$ cat config.mk
export PLATFORM = sky130hd
export DESIGN_NAME = touch_tap_long_press_detector_unit_flat
export DESIGN_NICKNAME = d
export VERILOG_FILES = /design/src/sv/ttlpd_pkg.sv /design/src/sv/ttlpd_if.sv /design/src/sv/ttlpd_cfg.sv /design/src/sv/ttlpd_core.sv /design/src/sv/touch_tap_long_press_detector_unit.sv /design/src/flat_wrapper.sv
export SDC_FILE = /design/constraint.sdc
export NUM_CORES = 1
export LEC_CHECK = 0
export BUFFER_PORTS_ARGS = -buffer_cell sky130_fd_sc_hd__buf_2
export CORE_UTILIZATION = 50
export DETAILED_ROUTE_END_ITERATION = 16
export HOLD_SLACK_MARGIN = 0.08
export PLACE_DENSITY = 0.78
export SLEW_MARGIN = 20
export SYNTH_ARGS = -nofsm -noshare
export SYNTH_HDL_FRONTEND = slang
export SYNTH_SLANG_ARGS = --single-unit
$ cat constraint.sdc
create_clock -name clk -period 5.9 [get_ports clk]
set_clock_uncertainty 0.15 [all_clocks]
set_input_delay 0.59 -clock clk [delete_from_list [all_inputs] [get_ports clk]]
set_output_delay 0.59 -clock clk [all_outputs]
set_load 0.01 [all_outputs]
$ cat src/sv/ttlpd_pkg.sv
package ttlpd_pkg;

  localparam int COORD_W    = 10;
  localparam int TIME_BITS  = 48;
  localparam int RAW_WIDTH  = 1024;
  localparam int RAW_HEIGHT = 600;
  localparam int DIM_W      = 13;
  localparam int MS_TO_US   = 1000;
  localparam int MS_W       = 16;
  localparam int THR_W      = 26;
  localparam int LIMIT_W    = 10;
  localparam int CFG_IDX_W  = 3;
  localparam int CFG_DATA_W = 16;
  localparam int EVENT_W    = 2;

  localparam logic [DIM_W-1:0] X_TOP = DIM_W'(RAW_WIDTH - 1);
  localparam logic [DIM_W-1:0] Y_TOP = DIM_W'(RAW_HEIGHT - 1);

  localparam logic [LIMIT_W-1:0] TAP_LIMIT_RST = LIMIT_W'(16);
  localparam logic [THR_W-1:0]   LONG_THR_RST  = THR_W'(500 * MS_TO_US);

  typedef logic [COORD_W-1:0]   coord_t;
  typedef logic [TIME_BITS-1:0] stamp_t;

  typedef enum logic [1:0] {
    MODE_IDLE = 2'd0,
    MODE_WAIT = 2'd1,
    MODE_SENT = 2'd2
  } mode_t;

  typedef enum logic [EVENT_W-1:0] {
    EV_NONE  = 2'd0,
    EV_PRESS = 2'd1,
    EV_TAP   = 2'd2,
    EV_LONG  = 2'd3
  } event_t;

  typedef enum logic [CFG_IDX_W-1:0] {
    CFG_TAP_MOVE = 3'd0,
    CFG_LONG_TAP = 3'd1,
    CFG_SWAP     = 3'd2,
    CFG_INV_X    = 3'd3,
    CFG_INV_Y    = 3'd4
  } cfg_idx_t;

  typedef struct packed {
    logic   read_ok;
    logic   touched;
    coord_t raw_x;
    coord_t raw_y;
    stamp_t now_us;
  } sample_t;

  typedef struct packed {
    logic [LIMIT_W-1:0] tap_limit;
    logic [THR_W-1:0]   long_thr;
    logic               swap_axes;
    logic               invert_x;
    logic               invert_y;
  } cfg_t;

  function automatic coord_t mirror(input coord_t v, input logic [DIM_W-1:0] top);
    logic [DIM_W-1:0] ve;
    ve = DIM_W'(v);
    return (ve > top) ? '0 : COORD_W'(top - ve);
  endfunction

  function automatic coord_t absdiff(input coord_t a, input coord_t b);
    return (a > b) ? (a - b) : (b - a);
  endfunction

endpackage

$ cat src/sv/ttlpd_if.sv
interface ttlpd_req_if;
  import ttlpd_pkg::*;
  logic   valid;
  logic   ready;
  logic   read_ok;
  logic   touched;
  coord_t raw_x;
  coord_t raw_y;
  stamp_t now_us;

  modport source (output valid, read_ok, touched, raw_x, raw_y, now_us, input ready);
  modport sink (input valid, read_ok, touched, raw_x, raw_y, now_us, output ready);
endinterface

interface ttlpd_rsp_if;
  import ttlpd_pkg::*;
  logic               valid;
  logic               ready;
  logic [EVENT_W-1:0] event_res;
  coord_t             out_x;
  coord_t             out_y;

  modport source (output valid, event_res, out_x, out_y, input ready);
  modport sink (input valid, event_res, out_x, out_y, output ready);
endinterface

$ cat src/sv/ttlpd_cfg.sv
module ttlpd_cfg (
  input  logic                               clk,
  input  logic                               rst,
  input  logic                               cfg_we,
  input  logic [ttlpd_pkg::CFG_IDX_W-1:0]    cfg_index,
  input  logic [ttlpd_pkg::CFG_DATA_W-1:0]   cfg_data,
  output ttlpd_pkg::cfg_t                    cfg
);
  import ttlpd_pkg::*;

  always_ff @(posedge clk) begin
    if (rst) begin
      cfg.tap_limit <= TAP_LIMIT_RST;
      cfg.long_thr  <= LONG_THR_RST;
      cfg.swap_axes <= 1'b1;
      cfg.invert_x  <= 1'b1;
      cfg.invert_y  <= 1'b0;
    end else if (cfg_we) begin
      case (cfg_idx_t'(cfg_index))
        CFG_TAP_MOVE: cfg.tap_limit <= cfg_data[LIMIT_W-1:0];
        // store the limit in microseconds
        CFG_LONG_TAP: cfg.long_thr <= THR_W'(cfg_data[MS_W-1:0]) * THR_W'(MS_TO_US);
        CFG_SWAP:     cfg.swap_axes <= cfg_data[0];
        CFG_INV_X:    cfg.invert_x <= cfg_data[0];
        CFG_INV_Y:    cfg.invert_y <= cfg_data[0];
        default: ;
      endcase
    end
  end

endmodule

$ cat src/sv/ttlpd_core.sv
module ttlpd_core (
  input  logic               clk,
  input  logic               rst,
  input  logic               s_valid,
  input  ttlpd_pkg::sample_t s,
  output logic               s_take,
  input  ttlpd_pkg::cfg_t    cfg,
  ttlpd_rsp_if.source        rsp
);
  import ttlpd_pkg::*;

  mode_t  mode, mode_next;
  stamp_t start, start_next;
  coord_t press_x, press_x_next, press_y, press_y_next;
  coord_t last_x, last_x_next, last_y, last_y_next;
  logic   moved, moved_next;

  logic   o_valid;
  event_t o_ev, ev_next;
  coord_t o_x, o_y, ox_next, oy_next;

  coord_t mx, my, lx, ly;
  stamp_t elapsed;
  logic   long_hit, drift;

  assign s_take = s_valid && (!o_valid || rsp.ready);

  always_comb begin
    mx       = cfg.invert_x ? mirror(s.raw_x, X_TOP) : s.raw_x;
    my       = cfg.invert_y ? mirror(s.raw_y, Y_TOP) : s.raw_y;
    lx       = cfg.swap_axes ? my : mx;
    ly       = cfg.swap_axes ? mx : my;
    elapsed  = s.now_us - start;
    long_hit = elapsed >= TIME_BITS'(cfg.long_thr);
    drift    = (absdiff(lx, press_x) > cfg.tap_limit) ||
               (absdiff(ly, press_y) > cfg.tap_limit);

    mode_next    = mode;
    start_next   = start;
    press_x_next = press_x;
    press_y_next = press_y;
    last_x_next  = last_x;
    last_y_next  = last_y;
    moved_next   = moved;
    ev_next      = EV_NONE;
    ox_next      = '0;
    oy_next      = '0;

    if (s.read_ok) begin
      case (mode)
        MODE_WAIT: begin
          if (!s.touched) begin
            mode_next = MODE_IDLE;
            if (!moved) begin
              ev_next = EV_TAP;
              ox_next = last_x;
              oy_next = last_y;
            end
          end else begin
            last_x_next = lx;
            last_y_next = ly;
            if (drift) moved_next = 1'b1;
            if (long_hit) begin
              mode_next = MODE_SENT;
              ev_next   = EV_LONG;
            end
          end
        end
        MODE_SENT: begin
          if (!s.touched) mode_next = MODE_IDLE;
        end
        default: begin
          if (s.touched) begin
            press_x_next = lx;
            press_y_next = ly;
            last_x_next  = lx;
            last_y_next  = ly;
            moved_next   = 1'b0;
            mode_next    = MODE_WAIT;
            start_next   = s.now_us;
            ev_next      = EV_PRESS;
            ox_next      = lx;
            oy_next      = ly;
          end else begin
            mode_next = MODE_IDLE;
          end
        end
      endcase
    end
  end

  always_ff @(posedge clk) begin
    if (rst) begin
      mode    <= MODE_IDLE;
      start   <= '0;
      press_x <= '0;
      press_y <= '0;
      last_x  <= '0;
      last_y  <= '0;
      moved   <= 1'b0;
    end else if (s_take) begin
      mode    <= mode_next;
      start   <= start_next;
      press_x <= press_x_next;
      press_y <= press_y_next;
      last_x  <= last_x_next;
      last_y  <= last_y_next;
      moved   <= moved_next;
    end
  end

  always_ff @(posedge clk) begin
    if (rst) begin
      o_valid <= 1'b0;
    end else if (s_take) begin
      o_valid <= 1'b1;
    end else if (rsp.ready) begin
      o_valid <= 1'b0;
    end
  end

  always_ff @(posedge clk) begin
    if (s_take) begin
      o_ev <= ev_next;
      o_x  <= ox_next;
      o_y  <= oy_next;
    end
  end

  assign rsp.valid     = o_valid;
  assign rsp.event_res = o_ev;
  assign rsp.out_x     = o_x;
  assign rsp.out_y     = o_y;

  a_press_arms: assert property (@(posedge clk) disable iff (rst)
    s_take && s.read_ok && s.touched && mode == MODE_IDLE
    |=> mode == MODE_WAIT && o_valid && o_ev == EV_PRESS)
    else $error("touch-down from idle did not arm the press");

  a_fail_holds: assert property (@(posedge clk) disable iff (rst)
    s_take && !s.read_ok |=> o_ev == EV_NONE && $stable(mode) && $stable(start))
    else $error("failed read changed state or gave an event");

  a_zero_coords: assert property (@(posedge clk) disable iff (rst)
    o_valid && (o_ev == EV_NONE || o_ev == EV_LONG) |-> o_x == '0 && o_y == '0)
    else $error("coordinates not zero for none or long tap");

  a_hold_state: assert property (@(posedge clk) disable iff (rst)
    !s_take |=> $stable(mode) && $stable(moved))
    else $error("gesture state moved without a word");

endmodule

$ cat src/sv/touch_tap_long_press_detector_unit.sv
// Channel  Dir  Handshake      Payload
// req      in   valid/ready    read_ok, touched, raw_x, raw_y, now_us
// rsp      out  valid/ready    event_res, out_x, out_y
// cfg      in   cfg_we         cfg_index, cfg_data
//
// One word per cycle sustained while rsp is not stalled; each word passes an
// input register and then a result register.
// The gesture update (48-bit elapsed-time subtract and compare) sits between
// the input register and the result register.
// rst (synchronous) returns the gesture state to idle and loads register defaults.
// A stalled rsp holds its word; req.ready drops only when both registers are full.
module touch_tap_long_press_detector_unit (
  input  logic                             clk,
  input  logic                             rst,
  ttlpd_req_if.sink                        req,
  ttlpd_rsp_if.source                      rsp,
  input  logic                             cfg_we,
  input  logic [ttlpd_pkg::CFG_IDX_W-1:0]  cfg_index,
  input  logic [ttlpd_pkg::CFG_DATA_W-1:0] cfg_data
);
  import ttlpd_pkg::*;

  cfg_t    cfg;
  logic    s_valid;
  sample_t s;
  logic    s_take;

  assign req.ready = !s_valid || s_take;

  always_ff @(posedge clk) begin
    if (rst) begin
      s_valid <= 1'b0;
    end else if (req.valid && req.ready) begin
      s_valid <= 1'b1;
    end else if (s_take) begin
      s_valid <= 1'b0;
    end
  end

  always_ff @(posedge clk) begin
    if (req.valid && req.ready) begin
      s.read_ok <= req.read_ok;
      s.touched <= req.touched;
      s.raw_x   <= req.raw_x;
      s.raw_y   <= req.raw_y;
      s.now_us  <= req.now_us;
    end
  end

  ttlpd_cfg u_cfg (
    .clk       (clk),
    .rst       (rst),
    .cfg_we    (cfg_we),
    .cfg_index (cfg_index),
    .cfg_data  (cfg_data),
    .cfg       (cfg)
  );

  ttlpd_core u_core (
    .clk     (clk),
    .rst     (rst),
    .s_valid (s_valid),
    .s       (s),
    .s_take  (s_take),
    .cfg     (cfg),
    .rsp     (rsp)
  );

endmodule
$ cat src/flat_wrapper.sv
// flat-port wrapper written by rule: the top's interface ports become plain ports
module touch_tap_long_press_detector_unit_flat import ttlpd_pkg::*;
  (clk, rst, cfg_we, cfg_index, cfg_data, req_valid, req_read_ok, req_touched, req_raw_x, req_raw_y, req_now_us, req_ready, rsp_valid, rsp_event_res, rsp_out_x, rsp_out_y, rsp_ready);
  ttlpd_req_if req_i ();
  ttlpd_rsp_if rsp_i ();
  input  logic clk;
  input  logic rst;
  input  logic cfg_we;
  input  logic [ttlpd_pkg::CFG_IDX_W-1:0] cfg_index;
  input  logic [ttlpd_pkg::CFG_DATA_W-1:0] cfg_data;
  input wire logic [$bits(req_i.valid)-1:0] req_valid;
  input wire logic [$bits(req_i.read_ok)-1:0] req_read_ok;
  input wire logic [$bits(req_i.touched)-1:0] req_touched;
  input wire logic [$bits(req_i.raw_x)-1:0] req_raw_x;
  input wire logic [$bits(req_i.raw_y)-1:0] req_raw_y;
  input wire logic [$bits(req_i.now_us)-1:0] req_now_us;
  output wire logic [$bits(req_i.ready)-1:0] req_ready;
  output wire logic [$bits(rsp_i.valid)-1:0] rsp_valid;
  output wire logic [$bits(rsp_i.event_res)-1:0] rsp_event_res;
  output wire logic [$bits(rsp_i.out_x)-1:0] rsp_out_x;
  output wire logic [$bits(rsp_i.out_y)-1:0] rsp_out_y;
  input wire logic [$bits(rsp_i.ready)-1:0] rsp_ready;
  assign req_i.valid = req_valid;
  assign req_i.read_ok = req_read_ok;
  assign req_i.touched = req_touched;
  assign req_i.raw_x = req_raw_x;
  assign req_i.raw_y = req_raw_y;
  assign req_i.now_us = req_now_us;
  assign req_ready = req_i.ready;
  assign rsp_valid = rsp_i.valid;
  assign rsp_event_res = rsp_i.event_res;
  assign rsp_out_x = rsp_i.out_x;
  assign rsp_out_y = rsp_i.out_y;
  assign rsp_i.ready = rsp_ready;
  touch_tap_long_press_detector_unit u_core (.clk(clk), .rst(rst), .req(req_i), .rsp(rsp_i), .cfg_we(cfg_we), .cfg_index(cfg_index), .cfg_data(cfg_data));
endmodule
==> results.cfg, run 1 <==
[status]
status = complete, no violations

[floorplanning]
initial_utilization_pct = 50.95
chip_width_um = 181.8
dieArea_mm2 = 0.03304
io_pins = 118
rows = 65
floorplan.die.height_um = 181.8
fp.coreArea_mm2 = 0.03172

[synthesis]
synth_seq_area_share_pct = 33.08
syn_area_mm2 = 0.01616
yosys_warnings = 0
net_count_after_synthesis = 2145
asyncSetResetFlopFracSynth_pct = 0
synth_ff_type = dfxtp_1
post_synth_edffs = 92
syn-mean-instance-area_um2 = 8.948
synth_cell_types = 77
synth_cells = 1806
synth_seq_cells = 221

[worst_setup_path]
cp_num_buf_inv = 3
worst-r2r-cell-count = 29
cp_data_required_time_ns = 6.13
worst_path_largest_cell_delay_ns = 0.39
worst_setup_path_type = reg2reg
critical_path.slowest_cell = edfxtp_1
worst-endpoint-arrival_ns = 5.97
top_cell_family_by_delay_on_the_critical_path = compound AO/OA/AOI/OAI gates
end_kind = flop
worst_setup_path_start_kind = flop
timing.critical_path.mode_cell = a21o_1
crit_fanout = 5
critical_path_depth = 29

[cts]
clockRootBuffer = clkbuf_16
num_clock_sinks = 221
numCtsBuffers = 24
clock_path_buffers = 3
htree_levels = 1
insertion_delay_ns = 0.53
worst_setup_hold_path_clk_slew_ns = 0.06
cts_tree = yes

[global_routing]
largest_net_degree_at_the_start_of_global_routing = 71
grt_pass1_wl_um = 65210
grt_pass1_vias = 13187
grt_overflow = 0
antenna_found_initial = 0
grt_usage_pct = 24.29

[placed_design]
placement.io_buffers = 117
place_hpwl_um = 30050
place_congestion = 0.9233

[timing]
maxSlewViolCount = 0
final-hold-violation-count = 0
worst_hold_slack_ns = 0.09823
setup-tns-final_ns = 0
final-setup-viol-count = 0
max-slew-margin-rel_pct = 33.40
grt_setup_unrepaired = yes
worst_slew_pin_slew_ns = 0.9990
finalCriticalPeriod_ns = 5.744
timing.fmax_ghz = 0.1741
final.period_utilization_pct = 97.35

[cells_and_area]
fillers = 2768
total_area_of_multi_input_combinational_cells_mm2 = 0.009996
layout_overhead_on_the_synthesized_area_pct = 16.03
layout_commonest_cell = nand2_1
layout.cells.most_common_list = nand2_1 (261), ha_1 (185), inv_1 (173)
n_antenna_cell = 0
finalNetCount = 2312
area.sequential_mm2 = 0.005345
layout-drive-gt1-share_pct = 12.46
finish.utilization_pct = 59.12

[pwr]
cellInternalPower_w = 0.003539
finalPower_w = 0.005369
power.clock.fraction_pct = 29.4
vdd_ir_drop_max_uv = 254.6
leakage_nw = 7.647
p_switching_w = 0.001830
swShare_pct = 34.09
power_dens_cells_mw_per_mm2 = 286.3
sequentialPowerShare_pct = 31.9
p_comb_share_pct = 38.8

[min_path]
min-delay-path-class = in2reg
hold_path_depth = 1

[drt]
wl_um = 40030
drt-initial-drc-count = 1003
remaining_drc_errors = 0
firstDrtPassIters = 6
postRouteAntennaNets = 0
dr_total_vias = 13526
vias_per_cell = 5.652
wl_per_cell_um = 16.73

[run]
timing.max_cap.violations = 0
[timing repair]
item	in CTS	in global routing
gates resized for setup	0	19
setup buffers	0	7
endpoints found under the setup margin	0	5
endpoints found under the hold margin	46	2
hold buffers	46	2
[worst paths after layout]
path | slack [ns] | endpoint | start
max reg2reg | 0.16 | u_core.u_core.moved | u_core.s[51]
min | 0.1 | u_core.s[62] | req_raw_x[4]
min reg2reg | 0.30 | u_core.u_core.start[5] | u_core.u_core.start[5]
max | 0.16 | u_core.u_core.moved | u_core.s[51]
[flip-flops by register name, summed over array words and instances, names as in the netlist]
signal	count
u_core.s	70
u_core.u_core.start	48
u_core.u_cfg.cfg	36
u_core.u_core.last_x	10
u_core.u_core.last_y	10
u_core.u_core.press_x	10
u_core.u_core.press_y	10
u_core.u_core.rsp.out_x	10
u_core.u_core.rsp.out_y	10
u_core.u_core.mode	2
u_core.u_core.rsp.event_res	2
u_core.s_valid	1
u_core.u_core.moved	1
u_core.u_core.rsp.valid	1
[synth_stat cells (9+ instances only)]
library cell | number | area share (%)
a211oi_1 | 41 | 1.9
nand3_1 | 26 | 0.81
nor3_1 | 20 | 0.62
nor2_1 | 93 | 2.2
mux2_2 | 9 | 0.63
o21bai_1 | 17 | 0.79
ha_1 | 186 | 14
dfxtp_1 | 129 | 16
nand2_1 | 261 | 6.1
nor2b_1 | 27 | 1.0
o21ai_0 | 63 | 2.0
o21a_1 | 14 | 0.65
a21oi_1 | 173 | 5.4
xnor2_1 | 41 | 2.2
nand4_1 | 22 | 0.85
o211ai_1 | 19 | 0.88
mux2i_1 | 28 | 1.7
inv_1 | 173 | 4.0
and2_1 | 22 | 0.85
a31oi_1 | 12 | 0.46
a21o_1 | 31 | 1.4
edfxtp_1 | 92 | 17
and3_1 | 12 | 0.46
xor2_1 | 42 | 2.3
clkbuf_1 | 60 | 1.4
fa_1 | 59 | 7.3
[layout make-up]
class                   instances  area share, %
clock buffers                  33          3.550
multi-input cells            1340          53.31
inverters                     173          3.463
repair buffers                213          7.660
clock inverters                11         0.8341
flip-flops and latches        221          28.50
well taps                     402          2.682
[power groups by stage]
stage | Combinational [W] | Clock [W] | Sequential [W]
2_1_floorplan | 0.00150 | 0 | 0.00173
3_3_place_gp | 0.00196 | 0 | 0.00174
3_5_place_dp | 0.00202 | 0 | 0.00174
4_1_cts | 0.00206 | 0.00160 | 0.00171
5_1_grt | 0.00235 | 0.00167 | 0.00172
6_report | 0.00208 | 0.00158 | 0.00171
[routing by layer]
layer	GRT usage [%]	share of wire, %	wire [µm]
met5	0	0	0
met4	8.610	3.8	1506
met3	3.008	4.1	1646
met2	42.71	49	19440
met1	30.59	44	17450
[kinds of logic after synthesis]
group           Yosys count  synth area share [%]
flops                   221                 33.08
xor+xnor                 83                 4.498
mux                      37                 2.361
fa+ha+maj               245                 21.71
compound gates          450                 17.63
buf+inv                 245                 5.737
simple gates            525                 14.99
[through the flow]
step | setup WS (ns) | std cells | area, µm²
after global routing | -0.1750 | 2393 | 18750
after detailed placement | 0.1165 | 2294 | 17320
after global placement | 0.1838 | 2294 | 17320
after CTS | 0.07590 | 2384 | 18610
after floorplan | 0.2514 | 1806 | 16160
final | 0.1564 | 2393 | 18750
No activity file was read; power rests on OpenSTA's default activity.
==> run 2: changes to the inputs <==
--- a/config.mk
+++ b/config.mk
@@ -9,8 +9,10 @@
 export CORE_UTILIZATION = 50
 export DETAILED_ROUTE_END_ITERATION = 16
 export HOLD_SLACK_MARGIN = 0.08
-export PLACE_DENSITY = 0.78
+export PLACE_DENSITY = 0.75
+export REMOVE_ABC_BUFFERS = 1
 export SLEW_MARGIN = 20
 export SYNTH_ARGS = -nofsm -noshare
 export SYNTH_HDL_FRONTEND = slang
 export SYNTH_SLANG_ARGS = --single-unit
+export TNS_END_PERCENT = 50
==> constraint.sdc (replaced) <==
create_clock -name clk -period 5.55 [get_ports clk]
set_clock_uncertainty 0.15 [all_clocks]
set_input_delay 0.555 -clock clk [delete_from_list [all_inputs] [get_ports clk]]
set_output_delay 0.555 -clock clk [all_outputs]
set_load 0.01 [all_outputs]
==> run 2 against run 1 <==
  * Final cell count up 3.1%
  * Critical path depth up 3
  * Via count up 0.47%
  * First-iteration DRC count down 15%
  * Wire length up 2.4%
  * Combinational power up 12%
  * Sequential power up 6%
  * Global-route usage up 0.43 points
  * Critical endpoint unchanged
  * Largest power group unchanged
  * Highest routed layer unchanged
==> results.cfg, run 2 (synthesis results as in run 1) <==
[placed_design]
place_congestion = 0.9517
place_hpwl_um = 30440
placed_area_mm2 = 0.01770
placement.io_buffers = 117
dp_worst_setup_slack_ns = -0.09333
post_place_cells = 2344

[drt]
remaining_drc_errors = 0
vias_per_cell = 5.511
dr_total_vias = 13590
wl_per_cell_um = 16.62
firstDrtPassIters = 7
postRouteAntennaNets = 0
drt-initial-drc-count = 855
wl_um = 40980

[floorplanning]
fp.coreArea_mm2 = 0.03172
dieArea_mm2 = 0.03304
floorplan.die.height_um = 181.8
io_pins = 118
rows = 65
chip_width_um = 181.8
initial_utilization_pct = 50.95

[cells_and_area]
post-route-cell-area_mm2 = 0.01948
fillers = 2684
layout_overhead_on_the_synthesized_area_pct = 20.52
layout-drive-gt1-share_pct = 16.43
registers.top_by_ff_count = u_core.s
finalNetCount = 2387
largest_reg_flops = 70
total_area_of_multi_input_combinational_cells_mm2 = 0.01018
layout.cells.most_common_list = nand2_1 (260), ha_1 (181), inv_1 (172)
largest_registers = u_core.s (70), u_core.u_core.start (48), u_core.u_cfg.cfg (36)
area.sequential_mm2 = 0.005345
layout_commonest_cell = nand2_1
finish.cell_count_without_fillers = 2466

[cts]
num_clock_sinks = 221
cts_tree = yes
worst_setup_hold_path_clk_slew_ns = 0.06
clockRootBuffer = clkbuf_16
insertion_delay_ns = 0.52
htree_levels = 1
clock_path_buffers = 3
numCtsBuffers = 23

[timing]
maxSlewViolCount = 0
final-setup-viol-count = 0
worst_hold_slack_ns = 0.1282
grt_setup_unrepaired = yes
setup-tns-final_ns = 0
final-hold-violation-count = 0
worst_slack_ns = 0.1546
final.period_utilization_pct = 97.21
worst_slew_pin_slew_ns = 0.9305
finalCriticalPeriod_ns = 5.395
timing.fmax_ghz = 0.1853
max-slew-margin-rel_pct = 37.97

[status]
status = complete, no violations

[min_path]
hold_path_depth = 3
min-delay-path-class = in2reg

[worst_setup_path]
worst_setup_path_start_kind = flop
crit_fanout = 4
setup.worst_path.start = u_core.s[52]
worst-r2r-cell-count = 32
timing.reg2reg.setup_slack_ns = 0.15
timing.critical_path.mode_cell = o21a_1
worst_setup_path_endpoint = u_core.u_core.moved
worst_setup_path_type = reg2reg
end_kind = flop
critical_path.slowest_cell = edfxtp_1
crit-reg2reg-capture = u_core.u_core.moved
worst-endpoint-arrival_ns = 5.60
cp_data_required_time_ns = 5.76
worst_path_largest_cell_delay_ns = 0.39
r2r-start = u_core.s[52]

[global_routing]
grt_overflow = 0
grt_usage_pct = 24.72
largest_net_degree_at_the_start_of_global_routing = 83
grt_pass1_vias = 13354
antenna_found_initial = 1
grt_pass1_wl_um = 66300

[pwr]
vdd_ir_drop_max_uv = 295.6
leakage_nw = 7.969
power_dens_cells_mw_per_mm2 = 289.1

[run]
timing.max_cap.violations = 0
## run 2: final cells by class
class	instances	area share (%)
Inverter	173	3.334
Timing Repair Buffer	289	10.61
Clock buffer	29	3.225
Multi-Input combinational cell	1340	52.29
Sequential cell	221	27.44
Tap cell	402	2.582
Antenna cell	1	0.01285
Clock inverter	11	0.5011
## run 2: worst min path at each step
stage | from | to | slack [ns]
after floorplan | u_core.u_cfg.cfg[12] | u_core.u_cfg.cfg[12] | 0.28
after global placement | u_core.u_core.start[10] | u_core.u_core.start[10] | 0.29
after detailed placement | u_core.u_cfg.cfg[17] | u_core.u_cfg.cfg[17] | 0.29
after CTS | req_valid | u_core.s_valid | 0.10
after global routing | req_raw_y[8] | u_core.s[56] | 0.14
final | req_valid | u_core.s_valid | 0.13
## run 2: routing by layer
layer	track usage [%]	vias to the layer above	routed length [µm]
met2	42.22	286	19360
met4	8.000	0	1345
li1	-	6808	-
met1	32.50	6423	18720
met5	0	-	0
met3	3.008	73	1552
## run 2: worst max-delay path, delay by kind of cell (launching register included)
family                   cells  cell delay [ns]
multiplexers                 1             0.32
buffers and inverters        4             0.61
AO/OA/AOI/OAI               20             2.96
adder cells (fa/ha/maj)      2             0.44
flip-flops                   1             0.39
AND/OR/NAND/NOR              5             0.39
## run 2: through the flow
stage / util (%) / power, W
after global placement: 55.82 / 0.003980
after floorplan: - / 0.003421
after global routing: 61.40 / 0.006000
after detailed placement: 55.82 / 0.004028
final: 61.41 / 0.005630
after CTS: 60.41 / 0.005588
## run 2: timing repair
action                                  in CTS  in global routing
hold buffers                                67                  0
pin swaps                                    6                 44
gates cloned                                 0                  0
endpoints found under the setup margin       1                  5
resized for setup                           11                 61
buffers inserted                             3                 11
endpoints found under the hold margin       67                  0
## run 2: where the power goes
| group | total (W) | switching (W) | internal (W) |
|---|---|---|---|
| clock | 0.00149 | 0.000640 | 0.000851 |
| combinational | 0.00232 | 0.00127 | 0.00105 |
| sequential | 0.00182 | 0.0000462 | 0.00177 |
